### config.mk
export PLATFORM = sky130hd
export DESIGN_NAME = touch_point_capture_qualifier
export DESIGN_NICKNAME = d
export VERILOG_FILES = /design/src/rtl/tpcq_pkg.sv /design/src/rtl/touch_point_capture_qualifier.sv
export SDC_FILE = /design/constraint.sdc
export NUM_CORES = 1
export LEC_CHECK = 0
export BUFFER_PORTS_ARGS = -buffer_cell sky130_fd_sc_hd__buf_2
export CAP_MARGIN = 20
export CELL_PAD_IN_SITES_DETAIL_PLACEMENT = 1
export CELL_PAD_IN_SITES_GLOBAL_PLACEMENT = 1
export CORE_MARGIN = 2
export CORE_UTILIZATION = 53
export CTS_BUF_LIST = sky130_fd_sc_hd__clkbuf_2
export DETAILED_ROUTE_END_ITERATION = 8
export PLACE_DENSITY = 0.87
export REMOVE_ABC_BUFFERS = 1
export SYNTH_ARGS = -nofsm -noshare
export SYNTH_HDL_FRONTEND = slang
export SYNTH_SLANG_ARGS = --single-unit
### constraint.sdc
create_clock -name aclk -period 13.5 [get_ports aclk]
set_input_delay 0.675 -clock aclk [delete_from_list [all_inputs] [get_ports aclk]]
set_output_delay 0.675 -clock aclk [all_outputs]
set_load 0.01 [all_outputs]
### src/rtl/tpcq_pkg.sv
package tpcq_pkg;

    typedef enum logic [2:0] {
        PH_IDLE    = 3'd0,
        PH_PRESS   = 3'd1,
        PH_SAMPLE  = 3'd2,
        PH_RELEASE = 3'd3,
        PH_DONE    = 3'd4
    } phase_t;

    localparam int SAMPLES_PER_POINT_DEF = 8;
    localparam int RAW_BITS_DEF          = 12;

    // fixed field widths
    localparam int FIELD_W  = 12;
    localparam int IDX_W    = 4;
    localparam int CNT_W    = 5;
    localparam int CFG_IDX_W = 4;

    localparam int S_TDATA_W = 32;
    localparam int M_TDATA_W = 40;

    // configuration register indexes
    localparam logic [CFG_IDX_W-1:0] REG_MAX_SPREAD    = 4'd0;
    localparam logic [CFG_IDX_W-1:0] REG_MIN_RAW_LEVEL = 4'd1;
    localparam logic [CFG_IDX_W-1:0] REG_MAX_RAW_LEVEL = 4'd2;
    localparam logic [CFG_IDX_W-1:0] REG_POINTS_IN_RUN = 4'd3;

    localparam logic [FIELD_W-1:0] MAX_SPREAD_RST    = 12'd140;
    localparam logic [FIELD_W-1:0] MIN_RAW_LEVEL_RST = 12'd80;
    localparam logic [FIELD_W-1:0] MAX_RAW_LEVEL_RST = 12'd4000;
    localparam logic [IDX_W-1:0]   POINTS_RST        = 4'd5;
    localparam logic [IDX_W-1:0]   MAX_POINTS        = 4'd8;

endpackage

### src/rtl/touch_point_capture_qualifier.sv
// Touch calibration point capture qualifier. Each input transaction is a start command
// (s_tuser high) or one poll of the touch converter. After a start the block waits for a
// press, gathers SAMPLES_PER_POINT good samples while the pen stays down, checks per axis
// spread and truncated mean against the limits, and on release accepts a stable point or
// retakes an unstable one, until points_in_run points are done. Every input transaction
// gives exactly one result transaction carrying the state after it. One transaction is
// accepted per clock while the result register is free or being taken; a result is formed
// from the input register by one pass through the update logic (sample add, reciprocal
// multiply for the mean, limit compares) into the result register. The config port is
// always ready and must only be written while no transaction is in flight.
module touch_point_capture_qualifier #(
    parameter int SAMPLES_PER_POINT = tpcq_pkg::SAMPLES_PER_POINT_DEF,
    parameter int RAW_BITS          = tpcq_pkg::RAW_BITS_DEF
) (
    input  logic                               aclk,
    input  logic                               aresetn,
    input  logic                               s_tvalid,
    output logic                               s_tready,
    // pen_down, reading_ok, raw_x[11:0], raw_y[11:0], zero fill
    input  logic [tpcq_pkg::S_TDATA_W-1:0]     s_tdata,
    // req_type
    input  logic                               s_tuser,
    output logic                               m_tvalid,
    input  logic                               m_tready,
    // phase[2:0], point_number[3:0], samples_taken[4:0], point_stable, point_accepted,
    // avg_x[11:0], avg_y[11:0], sequence_done, zero fill
    output logic [tpcq_pkg::M_TDATA_W-1:0]     m_tdata,
    input  logic                               cfg_valid,
    output logic                               cfg_ready,
    input  logic [tpcq_pkg::CFG_IDX_W-1:0]     cfg_index,
    input  logic [tpcq_pkg::FIELD_W-1:0]       cfg_data
);
    import tpcq_pkg::*;

    localparam int TALLY_W = $clog2(SAMPLES_PER_POINT + 1);
    localparam int SUM_W   = RAW_BITS + $clog2(SAMPLES_PER_POINT);
    localparam int CMP_W   = (RAW_BITS > FIELD_W) ? RAW_BITS : FIELD_W;
    localparam int SHIFT   = SUM_W + $clog2(SAMPLES_PER_POINT);
    localparam int PROD_W  = SUM_W + SHIFT + 1;
    localparam longint unsigned RECIP_L =
        ((64'd1 << SHIFT) + SAMPLES_PER_POINT - 1) / SAMPLES_PER_POINT;
    localparam logic [SHIFT:0] RECIP = (SHIFT + 1)'(RECIP_L);
    localparam logic [TALLY_W-1:0] SPP_T = TALLY_W'(SAMPLES_PER_POINT);
    localparam logic [RAW_BITS-1:0] RAW_MASK = {RAW_BITS{1'b1}};

    // configuration
    logic [FIELD_W-1:0] max_spread_reg, min_raw_level_reg, max_raw_level_reg;
    logic [IDX_W-1:0]   points_in_run_reg;

    assign cfg_ready = 1'b1;

    always_ff @(posedge aclk) begin
        if (!aresetn) begin
            max_spread_reg    <= MAX_SPREAD_RST;
            min_raw_level_reg <= MIN_RAW_LEVEL_RST;
            max_raw_level_reg <= MAX_RAW_LEVEL_RST;
            points_in_run_reg <= POINTS_RST;
        end else if (cfg_valid) begin
            case (cfg_index)
                REG_MAX_SPREAD:    max_spread_reg    <= cfg_data;
                REG_MIN_RAW_LEVEL: min_raw_level_reg <= cfg_data;
                REG_MAX_RAW_LEVEL: max_raw_level_reg <= cfg_data;
                REG_POINTS_IN_RUN: points_in_run_reg <= cfg_data[IDX_W-1:0];
                default: ;
            endcase
        end
    end

    // input register
    logic               in_valid_reg;
    logic               in_start_reg, in_down_reg, in_ok_reg;
    logic [FIELD_W-1:0] in_x_reg, in_y_reg;
    logic               m_tvalid_reg;
    logic [M_TDATA_W-1:0] m_tdata_reg;
    logic               advance;

    assign advance  = in_valid_reg && (!m_tvalid_reg || m_tready);
    assign s_tready = !in_valid_reg || advance;

    always_ff @(posedge aclk) begin
        if (!aresetn) begin
            in_valid_reg <= 1'b0;
        end else if (s_tready) begin
            in_valid_reg <= s_tvalid;
        end
    end

    always_ff @(posedge aclk) begin
        if (s_tvalid && s_tready) begin
            in_start_reg <= s_tuser;
            in_down_reg  <= s_tdata[0];
            in_ok_reg    <= s_tdata[1];
            in_x_reg     <= s_tdata[13:2];
            in_y_reg     <= s_tdata[25:14];
        end
    end

    // capture state
    phase_t              phase_reg, phase_next;
    logic [IDX_W-1:0]    idx_reg, idx_next;
    logic [TALLY_W-1:0]  tally_reg, tally_next;
    logic [SUM_W-1:0]    sum_x_reg, sum_x_next, sum_y_reg, sum_y_next;
    logic [RAW_BITS-1:0] low_x_reg, low_x_next, high_x_reg, high_x_next;
    logic [RAW_BITS-1:0] low_y_reg, low_y_next, high_y_reg, high_y_next;
    logic                stable_reg, stable_next;
    logic [RAW_BITS-1:0] mean_x_reg, mean_x_next, mean_y_reg, mean_y_next;

    // sample add, applied only while the set has room
    logic [CMP_W-1:0]    x_wide, y_wide;
    logic [RAW_BITS-1:0] x_s, y_s;
    logic                room;
    logic [TALLY_W-1:0]  tally_chk;
    logic [SUM_W-1:0]    sum_x_chk, sum_y_chk;
    logic [RAW_BITS-1:0] low_x_chk, high_x_chk, low_y_chk, high_y_chk;

    assign x_wide = CMP_W'(in_x_reg);
    assign y_wide = CMP_W'(in_y_reg);
    assign x_s    = x_wide[RAW_BITS-1:0];
    assign y_s    = y_wide[RAW_BITS-1:0];
    assign room   = tally_reg < SPP_T;

    assign tally_chk  = room ? tally_reg + 1'b1 : tally_reg;
    assign sum_x_chk  = room ? sum_x_reg + SUM_W'(x_s) : sum_x_reg;
    assign sum_y_chk  = room ? sum_y_reg + SUM_W'(y_s) : sum_y_reg;
    assign low_x_chk  = (room && x_s < low_x_reg)  ? x_s : low_x_reg;
    assign high_x_chk = (room && x_s > high_x_reg) ? x_s : high_x_reg;
    assign low_y_chk  = (room && y_s < low_y_reg)  ? y_s : low_y_reg;
    assign high_y_chk = (room && y_s > high_y_reg) ? y_s : high_y_reg;

    // mean of a full set by exact reciprocal multiply
    logic [PROD_W-1:0]   prod_x, prod_y;
    logic [RAW_BITS-1:0] mean_x_calc, mean_y_calc;
    logic [CMP_W-1:0]    mean_x_w, mean_y_w, spread_x_w, spread_y_w;
    logic [CMP_W-1:0]    max_spread_w, min_level_w, max_level_w;
    logic                check_ok;

    assign prod_x      = PROD_W'(sum_x_chk) * PROD_W'(RECIP);
    assign prod_y      = PROD_W'(sum_y_chk) * PROD_W'(RECIP);
    assign mean_x_calc = prod_x[SHIFT +: RAW_BITS];
    assign mean_y_calc = prod_y[SHIFT +: RAW_BITS];
    assign mean_x_w    = CMP_W'(mean_x_calc);
    assign mean_y_w    = CMP_W'(mean_y_calc);
    assign spread_x_w  = CMP_W'(high_x_chk - low_x_chk);
    assign spread_y_w  = CMP_W'(high_y_chk - low_y_chk);
    assign max_spread_w = CMP_W'(max_spread_reg);
    assign min_level_w  = CMP_W'(min_raw_level_reg);
    assign max_level_w  = CMP_W'(max_raw_level_reg);

    assign check_ok = (spread_x_w <= max_spread_w) && (spread_y_w <= max_spread_w) &&
                      (mean_x_w >= min_level_w) && (mean_x_w <= max_level_w) &&
                      (mean_y_w >= min_level_w) && (mean_y_w <= max_level_w);

    logic [IDX_W-1:0] limit, idx_inc;
    assign limit   = (points_in_run_reg == '0) ? IDX_W'(1) :
                     (points_in_run_reg > MAX_POINTS) ? MAX_POINTS : points_in_run_reg;
    assign idx_inc = idx_reg + 1'b1;

    logic do_clear, do_first, do_add, do_check, accepted_c, done_c;

    // next state
    always_comb begin
        phase_next  = phase_reg;
        idx_next    = idx_reg;
        do_clear    = 1'b0;
        do_first    = 1'b0;
        do_add      = 1'b0;
        do_check    = 1'b0;
        accepted_c  = 1'b0;
        done_c      = 1'b0;
        if (in_start_reg) begin
            idx_next   = '0;
            phase_next = PH_PRESS;
            do_clear   = 1'b1;
        end else begin
            unique case (phase_reg)
                PH_PRESS: begin
                    if (in_down_reg && in_ok_reg) begin
                        do_first   = 1'b1;
                        phase_next = PH_SAMPLE;
                    end
                end
                PH_SAMPLE: begin
                    if (!in_down_reg) begin
                        phase_next = PH_PRESS;
                        do_clear   = 1'b1;
                    end else if (in_ok_reg) begin
                        do_add = 1'b1;
                        if (tally_chk >= SPP_T) begin
                            do_check   = 1'b1;
                            phase_next = PH_RELEASE;
                        end
                    end
                end
                PH_RELEASE: begin
                    if (!in_down_reg) begin
                        if (!stable_reg) begin
                            phase_next = PH_PRESS;
                            do_clear   = 1'b1;
                        end else begin
                            accepted_c = 1'b1;
                            idx_next   = idx_inc;
                            if (idx_inc >= limit) begin
                                phase_next = PH_DONE;
                                done_c     = 1'b1;
                            end else begin
                                phase_next = PH_PRESS;
                                do_clear   = 1'b1;
                            end
                        end
                    end
                end
                PH_IDLE, PH_DONE: ;
                default: ;
            endcase
        end
    end

    // set datapath
    always_comb begin
        tally_next  = tally_reg;
        sum_x_next  = sum_x_reg;
        sum_y_next  = sum_y_reg;
        low_x_next  = low_x_reg;
        high_x_next = high_x_reg;
        low_y_next  = low_y_reg;
        high_y_next = high_y_reg;
        stable_next = stable_reg;
        mean_x_next = mean_x_reg;
        mean_y_next = mean_y_reg;
        if (do_clear || do_first) begin
            tally_next  = '0;
            sum_x_next  = '0;
            sum_y_next  = '0;
            low_x_next  = RAW_MASK;
            high_x_next = '0;
            low_y_next  = RAW_MASK;
            high_y_next = '0;
            stable_next = 1'b0;
            mean_x_next = '0;
            mean_y_next = '0;
        end
        if (do_first) begin
            tally_next  = TALLY_W'(1);
            sum_x_next  = SUM_W'(x_s);
            sum_y_next  = SUM_W'(y_s);
            low_x_next  = x_s;
            high_x_next = x_s;
            low_y_next  = y_s;
            high_y_next = y_s;
        end
        if (do_add) begin
            tally_next  = tally_chk;
            sum_x_next  = sum_x_chk;
            sum_y_next  = sum_y_chk;
            low_x_next  = low_x_chk;
            high_x_next = high_x_chk;
            low_y_next  = low_y_chk;
            high_y_next = high_y_chk;
        end
        if (do_check) begin
            stable_next = check_ok;
            mean_x_next = mean_x_calc;
            mean_y_next = mean_y_calc;
        end
    end

    always_ff @(posedge aclk) begin
        if (!aresetn) begin
            phase_reg  <= PH_IDLE;
            idx_reg    <= '0;
            tally_reg  <= '0;
            sum_x_reg  <= '0;
            sum_y_reg  <= '0;
            low_x_reg  <= RAW_MASK;
            high_x_reg <= '0;
            low_y_reg  <= RAW_MASK;
            high_y_reg <= '0;
            stable_reg <= 1'b0;
            mean_x_reg <= '0;
            mean_y_reg <= '0;
        end else if (advance) begin
            phase_reg  <= phase_next;
            idx_reg    <= idx_next;
            tally_reg  <= tally_next;
            sum_x_reg  <= sum_x_next;
            sum_y_reg  <= sum_y_next;
            low_x_reg  <= low_x_next;
            high_x_reg <= high_x_next;
            low_y_reg  <= low_y_next;
            high_y_reg <= high_y_next;
            stable_reg <= stable_next;
            mean_x_reg <= mean_x_next;
            mean_y_reg <= mean_y_next;
        end
    end

    // result fields; an accepted point reports the means it was qualified with
    logic [M_TDATA_W-1:0] result;
    logic [CMP_W-1:0]     avg_x_w, avg_y_w;

    always_comb begin
        avg_x_w = accepted_c ? CMP_W'(mean_x_reg) : CMP_W'(mean_x_next);
        avg_y_w = accepted_c ? CMP_W'(mean_y_reg) : CMP_W'(mean_y_next);
        result          = '0;
        result[2:0]     = phase_next;
        result[6:3]     = idx_next;
        result[11:7]    = CNT_W'(tally_next);
        result[12]      = accepted_c | stable_next;
        result[13]      = accepted_c;
        result[25:14]   = avg_x_w[FIELD_W-1:0];
        result[37:26]   = avg_y_w[FIELD_W-1:0];
        result[38]      = done_c;
    end

    always_ff @(posedge aclk) begin
        if (!aresetn) begin
            m_tvalid_reg <= 1'b0;
        end else if (advance) begin
            m_tvalid_reg <= 1'b1;
        end else if (m_tready) begin
            m_tvalid_reg <= 1'b0;
        end
    end

    always_ff @(posedge aclk) begin
        if (advance) begin
            m_tdata_reg <= result;
        end
    end

    assign m_tvalid = m_tvalid_reg;
    assign m_tdata  = m_tdata_reg;

`ifndef SYNTHESIS
    a_tally_bound: assert property (@(posedge aclk) disable iff (!aresetn)
        tally_reg <= SPP_T)
        else $error("sample tally above set size");

    a_sample_nonempty: assert property (@(posedge aclk) disable iff (!aresetn)
        (phase_reg == PH_SAMPLE || phase_reg == PH_RELEASE) |-> tally_reg != '0)
        else $error("sampling with an empty set");

    a_release_full: assert property (@(posedge aclk) disable iff (!aresetn)
        (phase_reg == PH_RELEASE) |-> tally_reg == SPP_T)
        else $error("waiting for release without a full set");

    a_range_order: assert property (@(posedge aclk) disable iff (!aresetn)
        (tally_reg != '0) |-> (low_x_reg <= high_x_reg && low_y_reg <= high_y_reg))
        else $error("set minimum above maximum");

    a_done_result: assert property (@(posedge aclk) disable iff (!aresetn)
        (advance && done_c) |=> (phase_reg == PH_DONE && stable_reg))
        else $error("sequence done without a stable last point");
`endif

endmodule

After elaboration in Yosys (flattened, before gate mapping)
Index checks and enable logic that the tools add are counted.
- add/subtract/negate cells: 6
- order comparisons: 14
- equality and inequality tests: 7
- muxes and demuxes: 73
- bitwise operators: 3
- reduce and logical (&&, ||, !) cells: 28
- operators with widths (kind ; count):
    $mux 12 ; 20
    $mux 15 ; 7
    $le 12x12->1 ; 4
    $mux 4 ; 10
    $add 15x12->15 ; 2
    $mux 1 ; 26
    $ge 12x12->1 ; 2
    $gt 12x12->1 ; 2
    $lt 12x12->1 ; 2
    $mux 3 ; 8
    $sub 12x12->12 ; 2
    $logic_and 1x1->1 ; 12
    $reduce_and 2->1 ; 5
    $pmux 3 s3 ; 1
    $add 4x1->4 const B ; 2
    $eq 4x2->1 const B ; 2
    $logic_not 4->1 ; 2
    $eq 3x2->1 const B ; 2
    $eq 4x1->1 const B ; 1
    $ge 4x4->1 ; 1
    $ge 4x4->1 const B ; 1
    $gt 4x4->1 const B ; 1
    $lt 4x4->1 const B ; 1
    $reduce_or 4->1 ; 1
    10 further kinds ; 14
- bits in registers: 221
- input bits: 54
- output and inout bits: 43
- logic and storage cells: 158

Logic depth before layout (Yosys ltp)
Gate-level depths: netlist (run 1).
- depth after elaboration: 13
- depth in mapped cells: 27
- mapped depth without buffers: 26

Least setup slack after synthesis (run 1)
No wires, ideal clock.
- kind: reg-to-reg
- start: register in_x_reg[10]
- end: register stable_reg
- setup time: 0.087 ns
- data arrival time: 5.579 ns
- required time: 13.413 ns
- setup slack: 7.834 ns
- cell stages (with the launch flop): 25
- path buffers: 1
- clock period less this slack: 5.666 ns
- cell sequence: edfxtp_1 > ha_1 > a21o_1 > a2111o_1 > a211oi_1 > nor2_1 > clkbuf_1 > o21ai_0 > ha_1 > inv_1 > fa_1 > a21o_1 > a21oi_1 > o21bai_1 > a21oi_1 > o21ai_0 > a21o_1 > a21oi_1 > xnor2_1 > ha_1 > nand4_1 > or3_1 > a211o_1 > a2111o_1 > o31ai_1
- longest elaborated chain between the ends: 11
- elaborated cells between the ends (all ways): 18
- classes of those cells: add/sub: 2; order compare: 5; mux: 4; reduce/logical: 7
- RTL lines (what ; line ; source):
    from (decl) ; touch_point_capture_qualifier.sv:72 ; logic [FIELD_W-1:0] in_x_reg, in_y_reg;
    from (signal assigned) ; touch_point_capture_qualifier.sv:93 ; in_x_reg <= s_tdata[13:2];
    $gt 12x12->1 / $lt 12x12->1 (equally long branches) ; touch_point_capture_qualifier.sv:126, touch_point_capture_qualifier.sv:125 ;
    $logic_and 1x1->1, on equally long branches ; touch_point_capture_qualifier.sv:126, touch_point_capture_qualifier.sv:125 ;
    $mux 12, on equally long branches ; touch_point_capture_qualifier.sv:126, touch_point_capture_qualifier.sv:125 ;
    $sub 12x12->12 ; touch_point_capture_qualifier.sv:143 ; assign spread_x_w = CMP_W'(high_x_chk - low_x_chk);
    $le 12x12->1 ; touch_point_capture_qualifier.sv:149 ; assign check_ok = (spread_x_w <= max_spread_w) && (spread_y_w <= max_spread_w) &&
    $logic_and 1x1->1 (2 in series) ; touch_point_capture_qualifier.sv:149 ;
    $logic_and 1x1->1 (*) (2 in series) ; touch_point_capture_qualifier.sv:150 ; (mean_x_w >= min_level_w) && (mean_x_w <= max_level_w) &&
    $logic_and 1x1->1 (*) ; touch_point_capture_qualifier.sv:151 ; (mean_y_w >= min_level_w) && (mean_y_w <= max_level_w);
    $mux 1 (*) ; touch_point_capture_qualifier.sv:260 ; if (do_check) begin
    to (signal assigned) ; touch_point_capture_qualifier.sv:291 ; stable_reg <= stable_next;
    to (decl) ; touch_point_capture_qualifier.sv:105 ; logic stable_reg, stable_next;
Every way passes the cells marked *; elsewhere a longest branch is shown, timed or not. The select of a mux whose other input is x is not followed.
A chain may end at the register's enable or synchronous reset.

Worst setup path after layout (run 1)
- start: register in_y_reg[7]
- end: register m_tdata_reg[12] (netlist: m_tdata[12]), data pin
- longest elaborated chain between the ends: 12
- elaborated cells between the ends (all ways): 19
- classes of those cells: add/sub: 2; order compare: 5; mux: 4; bitwise: 1; reduce/logical: 7
- RTL lines (what ; line ; source):
    from (decl) ; touch_point_capture_qualifier.sv:72 ;
    from (signal assigned) ; touch_point_capture_qualifier.sv:94 ; in_y_reg <= s_tdata[25:14];
    $gt 12x12->1 / $lt 12x12->1 (equally long branches) ; touch_point_capture_qualifier.sv:128, touch_point_capture_qualifier.sv:127 ;
    $logic_and 1x1->1, on equally long branches ; touch_point_capture_qualifier.sv:128, touch_point_capture_qualifier.sv:127 ;
    $mux 12, on equally long branches ; touch_point_capture_qualifier.sv:128, touch_point_capture_qualifier.sv:127 ;
    $sub 12x12->12 ; touch_point_capture_qualifier.sv:144 ; assign spread_y_w = CMP_W'(high_y_chk - low_y_chk);
    $le 12x12->1 ; touch_point_capture_qualifier.sv:149 ;
    $logic_and 1x1->1 (2 in series) ; touch_point_capture_qualifier.sv:149 ;
    $logic_and 1x1->1 (2 in series) ; touch_point_capture_qualifier.sv:150 ;
    $logic_and 1x1->1 (*) ; touch_point_capture_qualifier.sv:151 ;
    $mux 1 (*) ; touch_point_capture_qualifier.sv:260 ;
    $or 1x1->1 (*) ; touch_point_capture_qualifier.sv:308 ; result[12] = accepted_c | stable_next;
    net result[12] ; touch_point_capture_qualifier.sv:298 ; logic [M_TDATA_W-1:0] result;
    to (signal assigned) ; touch_point_capture_qualifier.sv:327 ; m_tdata_reg <= result;
    to (decl) ; touch_point_capture_qualifier.sv:74 ; logic [M_TDATA_W-1:0] m_tdata_reg;
The timed path passes the listed nets; every way through them passes the cells marked *. The select of a mux whose other input is x is not followed.

==> run summary, run 1 <==
status = finished, final reports clean
clk_lat worst skew = 900 ps
final wirelength = 41.5 mm
sequential area share after synthesis = 0.361
Global Route Usage Sum = 0.297
CTS root buffer = clkbuf_2
Syn. warnings = 0
CP Buf/Inv Count = 0
commonest non-fill, non-tap cell in the layout = ha_1
crit-path max FO = 15
MaxCap Viol Count = 0
die outline width = 167 um
Synth area leaders = dfxtp_1, ha_1, edfxtp_1
Area after DPL = 14,800 sq um
Sw Ratio = 0.328
most frequent cells in the layout = ha_1, dfxtp_1, nand2_1
relative slew slack = 0.191
Comb power frac = 0.204
CP Launch Type = flop
Die Y = 167 um
clk_skew = 64.9 ps
CTS tree = yes
CP delay by family, top = compound AO/OA/AOI/OAI gates
drt pass-1 iters = 5
Final Hold Viols = 0
Reg power frac = 0.475
most area-hungry cell type in the Yosys netlist = dfxtp_1
H-Tree Depth = 2
critical path data required time = 14,230 ps
Post-synth EDFFs = 65
Main synth FF type = dfxtp_1
wire length per cell = 20.3 um
crit-path cells = ha_1 > a21oi_1 > o21ai_0 > a21o_1 > a21oi_1 > o21a_1 > mux2i_1 > ha_1 > nor2b_1 > o21ai_0 > a21boi_0 > o211a_1 > o21a_1 > o21a_1 > o41ai_1 > xnor2_1 > ha_1 > nand4_1 > a211oi_1 > a2111oi_0 > nor2_1 > a2111o_1 > o21ai_0
worst hold path class = input port to flop
clock sink count = 221
gr ovfl total = 0
kind of critical path = flop to flop
max FFs per register = 38
unrepaired setup endpoints after global routing = false
Worst-Margin Slew = 1200 ps
Post-synth ARST share = 0
IO buf count = 87
number of global-route vias before repair = 13,288
DRC violation count after routing = 0
via count = 12,392
clock share of power = 0.321
GPL Wtd Cong = 0.877
HPWL after DPL = 30.0 mm
register bit total from synthesis = 221
largest net degree at the start of global routing = 83
drt initial violations = 608
Pwr Density = 97.2 nW/um^2
final non-filler cell area = 15,600 sq um
Post-Syn Instances = 1,527
Post-Syn Area per Cell = 9.19 sq um
Critical-path top delay cell = o21a_1
Initial Util = 0.539
nets = 1,890
DRT antenna net count = 0
global route hottest layer = met2
total I/O pin count = 97
Peak VDD IR = 0.0642 mV
final period utilization = 0.500
leakage = 6.91 nW
Crit path arrival time = 7480 ps
CTS max path bufs = 3
clk slew on worst S/H paths = 120 ps
Avg Vias per Cell = 6.06
initial antenna violation count = 1
Final min period = 6750 ps
met2 global-route usage = 0.522
total CTS buffers = 58
first-pass GRT wire length = 67.5 mm
die area = 27,800 sq um
pre-CTS worst setup slack = 6770 ps
Final Max Tran Viols = 0
# Post-CTS Setup Buffers = 0
Internal = 1.02 mW
Synth top area share = 0.222
setup TNS = 0 ps
share of layout cells above drive strength 1 = 0.140
met1 global-route usage = 0.357
Core Rows = 59
GR Util met3 = 0.0478
area delta synth->final = 11.5%
achievable clock frequency = 148 MHz
total core area = 26,100 sq um
Netlist cell types = 80
Crit path largest cell delay = 670 ps
Final Setup Violations = 0
Netlist Area Pre-Place = 14,000 sq um
crit path capture type = flop
Setup WS post-layout = 6750 ps
sw power = 498 uW
[worst paths after layout]
kind	from	endpoint	slack (ps)	depth (start not counted)
worst max-delay path	in_y_reg[7]$_DFFE_PP_	m_tdata[12]$_DFFE_PP_	6750	23
worst min-delay path	cfg_data[2]	max_spread_reg[2]$_SDFFE_PN1P_	80	3
worst max register to register	in_y_reg[7]$_DFFE_PP_	m_tdata[12]$_DFFE_PP_	6750	23
worst min register to register	high_y_reg[6]$_SDFFE_PN0P_	high_y_reg[6]$_SDFFE_PN0P_	490	1
[timing repair]
action                                 CTS  global route
hold buffers                            29             0
endpoints found under the hold margin   29             0
gates resized for setup                  0             0
[cell usage after synthesis, drive strengths merged (9+ instances only)]
cell type,n
clkbuf,47
ha,170
xnor2,22
nor3b,24
and2,9
a221oi,20
nor3,22
o211ai,31
nor2,95
dfxtp,156
a211oi,13
nand2b,13
nand2,125
o21a,14
a21boi,27
mux2i,55
edfxtp,65
xor2,23
a22oi,19
nor2b,59
o21ai,121
a21o,32
a21oi,59
buf,21
inv,107
a22o,40
nand3,29
nand4,17
[power by group through the flow]
stage / Combinational (mW) / Clock (mW) / Sequential, mW
floorplan: 0.196 / 0 / 0.732
global placement: 0.277 / 0 / 0.735
detailed placement: 0.298 / 0 / 0.737
CTS: 0.308 / 0.505 / 0.722
global route: 0.345 / 0.540 / 0.725
finish: 0.310 / 0.489 / 0.722
[worst reg2reg max path, stage by stage, from the launching register on]
cell and delay, ps:
edfxtp_1 570, ha_1 390, a21oi_1 150, o21ai_0 100, a21o_1 170, a21oi_1 190
o21a_1 670, mux2i_1 470, ha_1 300, nor2b_1 130, o21ai_0 190, a21boi_0 220
o211a_1 290, o21a_1 190, o21a_1 190, o41ai_1 350, xnor2_1 220, ha_1 310
nand4_1 140, a211oi_1 70, a2111oi_0 460, nor2_1 150, a2111o_1 470, o21ai_0 230
[final cells by class]
| cell class | instances | area, sq um |
|---|---|---|
| Antenna cell | 1 | 2.50 |
| Clock buffer | 99 | 495 |
| Clock inverter | 9 | 43.8 |
| Fill cell | 3106 | 10400 |
| Inverter | 108 | 405 |
| Multi-Input combinational cell | 1131 | 8280 |
| Sequential cell | 221 | 5080 |
| Tap cell | 335 | 419 |
| Timing Repair Buffer | 142 | 927 |
[logic make-up after synthesis]
family | synth area share
AOI/OAI and AO/OA | 0.210
and+or+nand+nor | 0.152
DFF | 0.361
buffers and inverters | 0.0501
adders and majority gates | 0.157
muxes | 0.0400
xor gates and xnor gates | 0.0281
other | 0.000535
[layer usage]
layer  part of all wire  routed length, um
met3              0.056               2320
met4              0.041               1700
met5                  0                  0
met1               0.42              17300
met2               0.49              20200
[metrics by stage]
step / cells / total power [mW] / hold slack, ps / util
2_1_floorplan: 1460 / 0.928 / 443 / -
3_3_place_gp: 1907 / 1.01 / 453 / 0.568
3_5_place_dp: 1907 / 1.04 / 464 / 0.568
4_1_cts: 2044 / 1.53 / 2.57 / 0.600
5_1_grt: 2046 / 1.61 / 20.2 / 0.600
6_report: 2046 / 1.52 / 75.7 / 0.600
Note: power is estimated with default switching activity, not from simulation.
==> inputs of run 2 (changes only) <==
--- a/config.mk
+++ b/config.mk
@@ -10,10 +10,10 @@
 export CELL_PAD_IN_SITES_DETAIL_PLACEMENT = 1
 export CELL_PAD_IN_SITES_GLOBAL_PLACEMENT = 1
 export CORE_MARGIN = 2
-export CORE_UTILIZATION = 53
+export CORE_UTILIZATION = 44
 export CTS_BUF_LIST = sky130_fd_sc_hd__clkbuf_2
 export DETAILED_ROUTE_END_ITERATION = 8
-export PLACE_DENSITY = 0.87
+export PLACE_DENSITY = 0.77
 export REMOVE_ABC_BUFFERS = 1
 export SYNTH_ARGS = -nofsm -noshare
 export SYNTH_HDL_FRONTEND = slang
==> constraint.sdc (replaced) <==
create_clock -name aclk -period 5.5 [get_ports aclk]
set_input_delay 0.275 -clock aclk [delete_from_list [all_inputs] [get_ports aclk]]
set_output_delay 0.275 -clock aclk [all_outputs]
set_load 0.01 [all_outputs]
==> run 2 against run 1 <==
  * The flow now finishes with violations (setup timing)
  * Global-route usage shrank 3.6 points
  * Maximum frequency grew 20%
  * First-iteration DRC count grew 5.4%
==> run summary, run 2 (synthesis results as in run 1) <==
clk slew on worst S/H paths = 120 ps
total CTS buffers = 66
crit-path max FO = 4
Final Max Tran Viols = 0
CTS root buffer = clkbuf_2
uppermost layer routed = met4
share of layout cells above drive strength 1 = 0.195
Worst-Margin Slew = 1070 ps
M1 WL = 19.7 mm
Reg-to-Reg Start = in_y_reg[10]$_DFFE_PP_
crit path capture type = flop
IO buf count = 87
DRT antenna net count = 0
Pwr Density = 243 nW/um^2
initial antenna violation count = 1
max FFs per register = 38
total core area = 31,500 sq um
Final Hold Viols = 0
Sequential Area = 5080 sq um
status = finished, violations left
GPL Wtd Cong = 0.854
Critical-path top delay cell = edfxtp_1
gr ovfl total = 0
number of global-route vias before repair = 13,220
Core Rows = 65
CP delay by family, top = compound AO/OA/AOI/OAI gates
via count = 12,666
MaxCap Viol Count = 0
clock sink count = 221
critical path data required time = 6220 ps
Worst path depth = 25
DRC violation count after routing = 0
largest net degree at the start of global routing = 65
worst hold path class = input port to flop
CP Buf/Inv Count = 4
CTS max path bufs = 3
HPWL after DPL = 31.2 mm
metal2 WL = 21.4 mm
Die Y = 183 um
Multi-input gate area = 8450 sq um
CTS tree = yes
Final min period = 5620 ps
Crit path arrival time = 6340 ps
total I/O pin count = 97
drt initial violations = 641
kind of critical path = flop to flop
die area = 33,400 sq um
most frequent cells in the layout = ha_1, dfxtp_1, nand2_1
FILL cells = 3,699
R2R setup slack = -120 ps
CP startpoint = in_y_reg[10]$_DFFE_PP_
failing checks = setup timing
Reg2Reg Depth = 25
die outline width = 183 um
final non-filler cell area = 17,000 sq um
drt pass-1 iters = 5
area delta synth->final = 20.8%
met3 WL = 1.59 mm
Avg Vias per Cell = 5.66
worst r2r dst = m_tdata[12]$_DFFE_PP_
wire length per cell = 19.7 um
clk_skew = 103 ps
Setup WS post-layout = -120 ps
nets = 2,009
Global Route Usage Sum = 0.262
final wirelength = 44.1 mm
Peak VDD IR = 0.137 mV
achievable clock frequency = 178 MHz
clk_lat worst skew = 890 ps
Final Setup Violations = 2
Crit path largest cell delay = 480 ps
final period utilization = 1.02
leakage = 7.50 nW
commonest non-fill, non-tap cell in the layout = ha_1
relative slew slack = 0.285
first-pass GRT wire length = 69.5 mm
unrepaired setup endpoints after global routing = true
total power = 4.12 mW
Area after DPL = 15,400 sq um
critical path endpoint = m_tdata[12]$_DFFE_PP_
CP Launch Type = flop
H-Tree Depth = 3
Initial Util = 0.446
-- run 2: per-layer routing --
| layer | vias to the layer above | GRT usage |
|---|---|---|
| met5 | - | 0 |
| met1 | 6218 | 0.331 |
| met4 | 0 | 0.0990 |
| met2 | 264 | 0.452 |
| li1 | 6082 | - |
| met3 | 102 | 0.0379 |
-- run 2: worst register-to-register path, cell delays in order (launching register included) --
cell and delay [ps]:
edfxtp_1 480, ha_4 300, nand4_1 140, nor3_2 290, a221oi_2 120, a221oi_2 260
buf_4 190, mux2i_1 250, ha_2 230, inv_2 50, fa_2 410, a21o_1 200
a21oi_2 150, o21bai_1 110, a21oi_2 190, o21ai_2 80, buf_4 140, buf_4 120
xor2_1 150, ha_1 190, a21o_1 170, a21o_1 180, a2111oi_2 410, nor2_1 130
a2111o_1 380, o21ai_1 140
-- run 2: layout make-up --
cell class                 instances  area share
antenna                            1    0.000148
multi-input combinational       1131       0.498
clock inverter                    22      0.0120
inverter                         108      0.0239
timing repair buffer             253       0.108
sequential                       221       0.299
tap                              402      0.0297
clock buffer                      98      0.0289
-- run 2: report_power, final --
part	leakage [nW]	internal (mW)	switching, mW	total (mW)
Clock	0.501	0.669	0.802	1.47
Combinational	5.12	0.402	0.494	0.895
Sequential	1.88	1.72	0.0338	1.75
-- run 2: stage by stage --
| step | setup WS, ps | hold WS [ps] | instances | TNS (ps) | utilization |
|---|---|---|---|---|---|
| finish | -120 | 98.7 | 2236 | -209 | 0.539 |
| floorplan | -412 | 337 | 1460 | -819 | - |
| detailed placement | -405 | 453 | 2041 | -802 | 0.489 |
| global placement | -104 | 452 | 2041 | -207 | 0.489 |
| global route | -328 | 59.8 | 2236 | -654 | 0.539 |
| CTS | 5.57 | 27.4 | 2225 | 0 | 0.534 |
-- run 2: worst min-delay path by stage --
| stage | from | end | slack, ps | cells past startpoint |
|---|---|---|---|---|
| after global placement | s_tdata[7] | in_x_reg[5]$_DFFE_PP_ | 450 | 1 |
| after CTS | s_tdata[24] | in_y_reg[10]$_DFFE_PP_ | 30 | 2 |
| after detailed placement | s_tdata[13] | in_x_reg[11]$_DFFE_PP_ | 450 | 1 |
| after global routing | s_tdata[21] | in_y_reg[7]$_DFFE_PP_ | 60 | 2 |
| final | s_tdata[24] | in_y_reg[10]$_DFFE_PP_ | 100 | 2 |
| after floorplan | aresetn | low_x_reg[2]$_SDFFE_PN1P_ | 340 | 1 |
-- run 2: what timing repair did --
| item | in CTS | in global routing |
|---|---|---|
| pin swaps | 10 | 24 |
| endpoints found under the setup margin | 2 | 2 |
| resized for setup | 24 | 20 |
| buffers inserted | 4 | 9 |
| hold buffers | 60 | 0 |
| endpoints found under the hold margin | 98 | 0 |
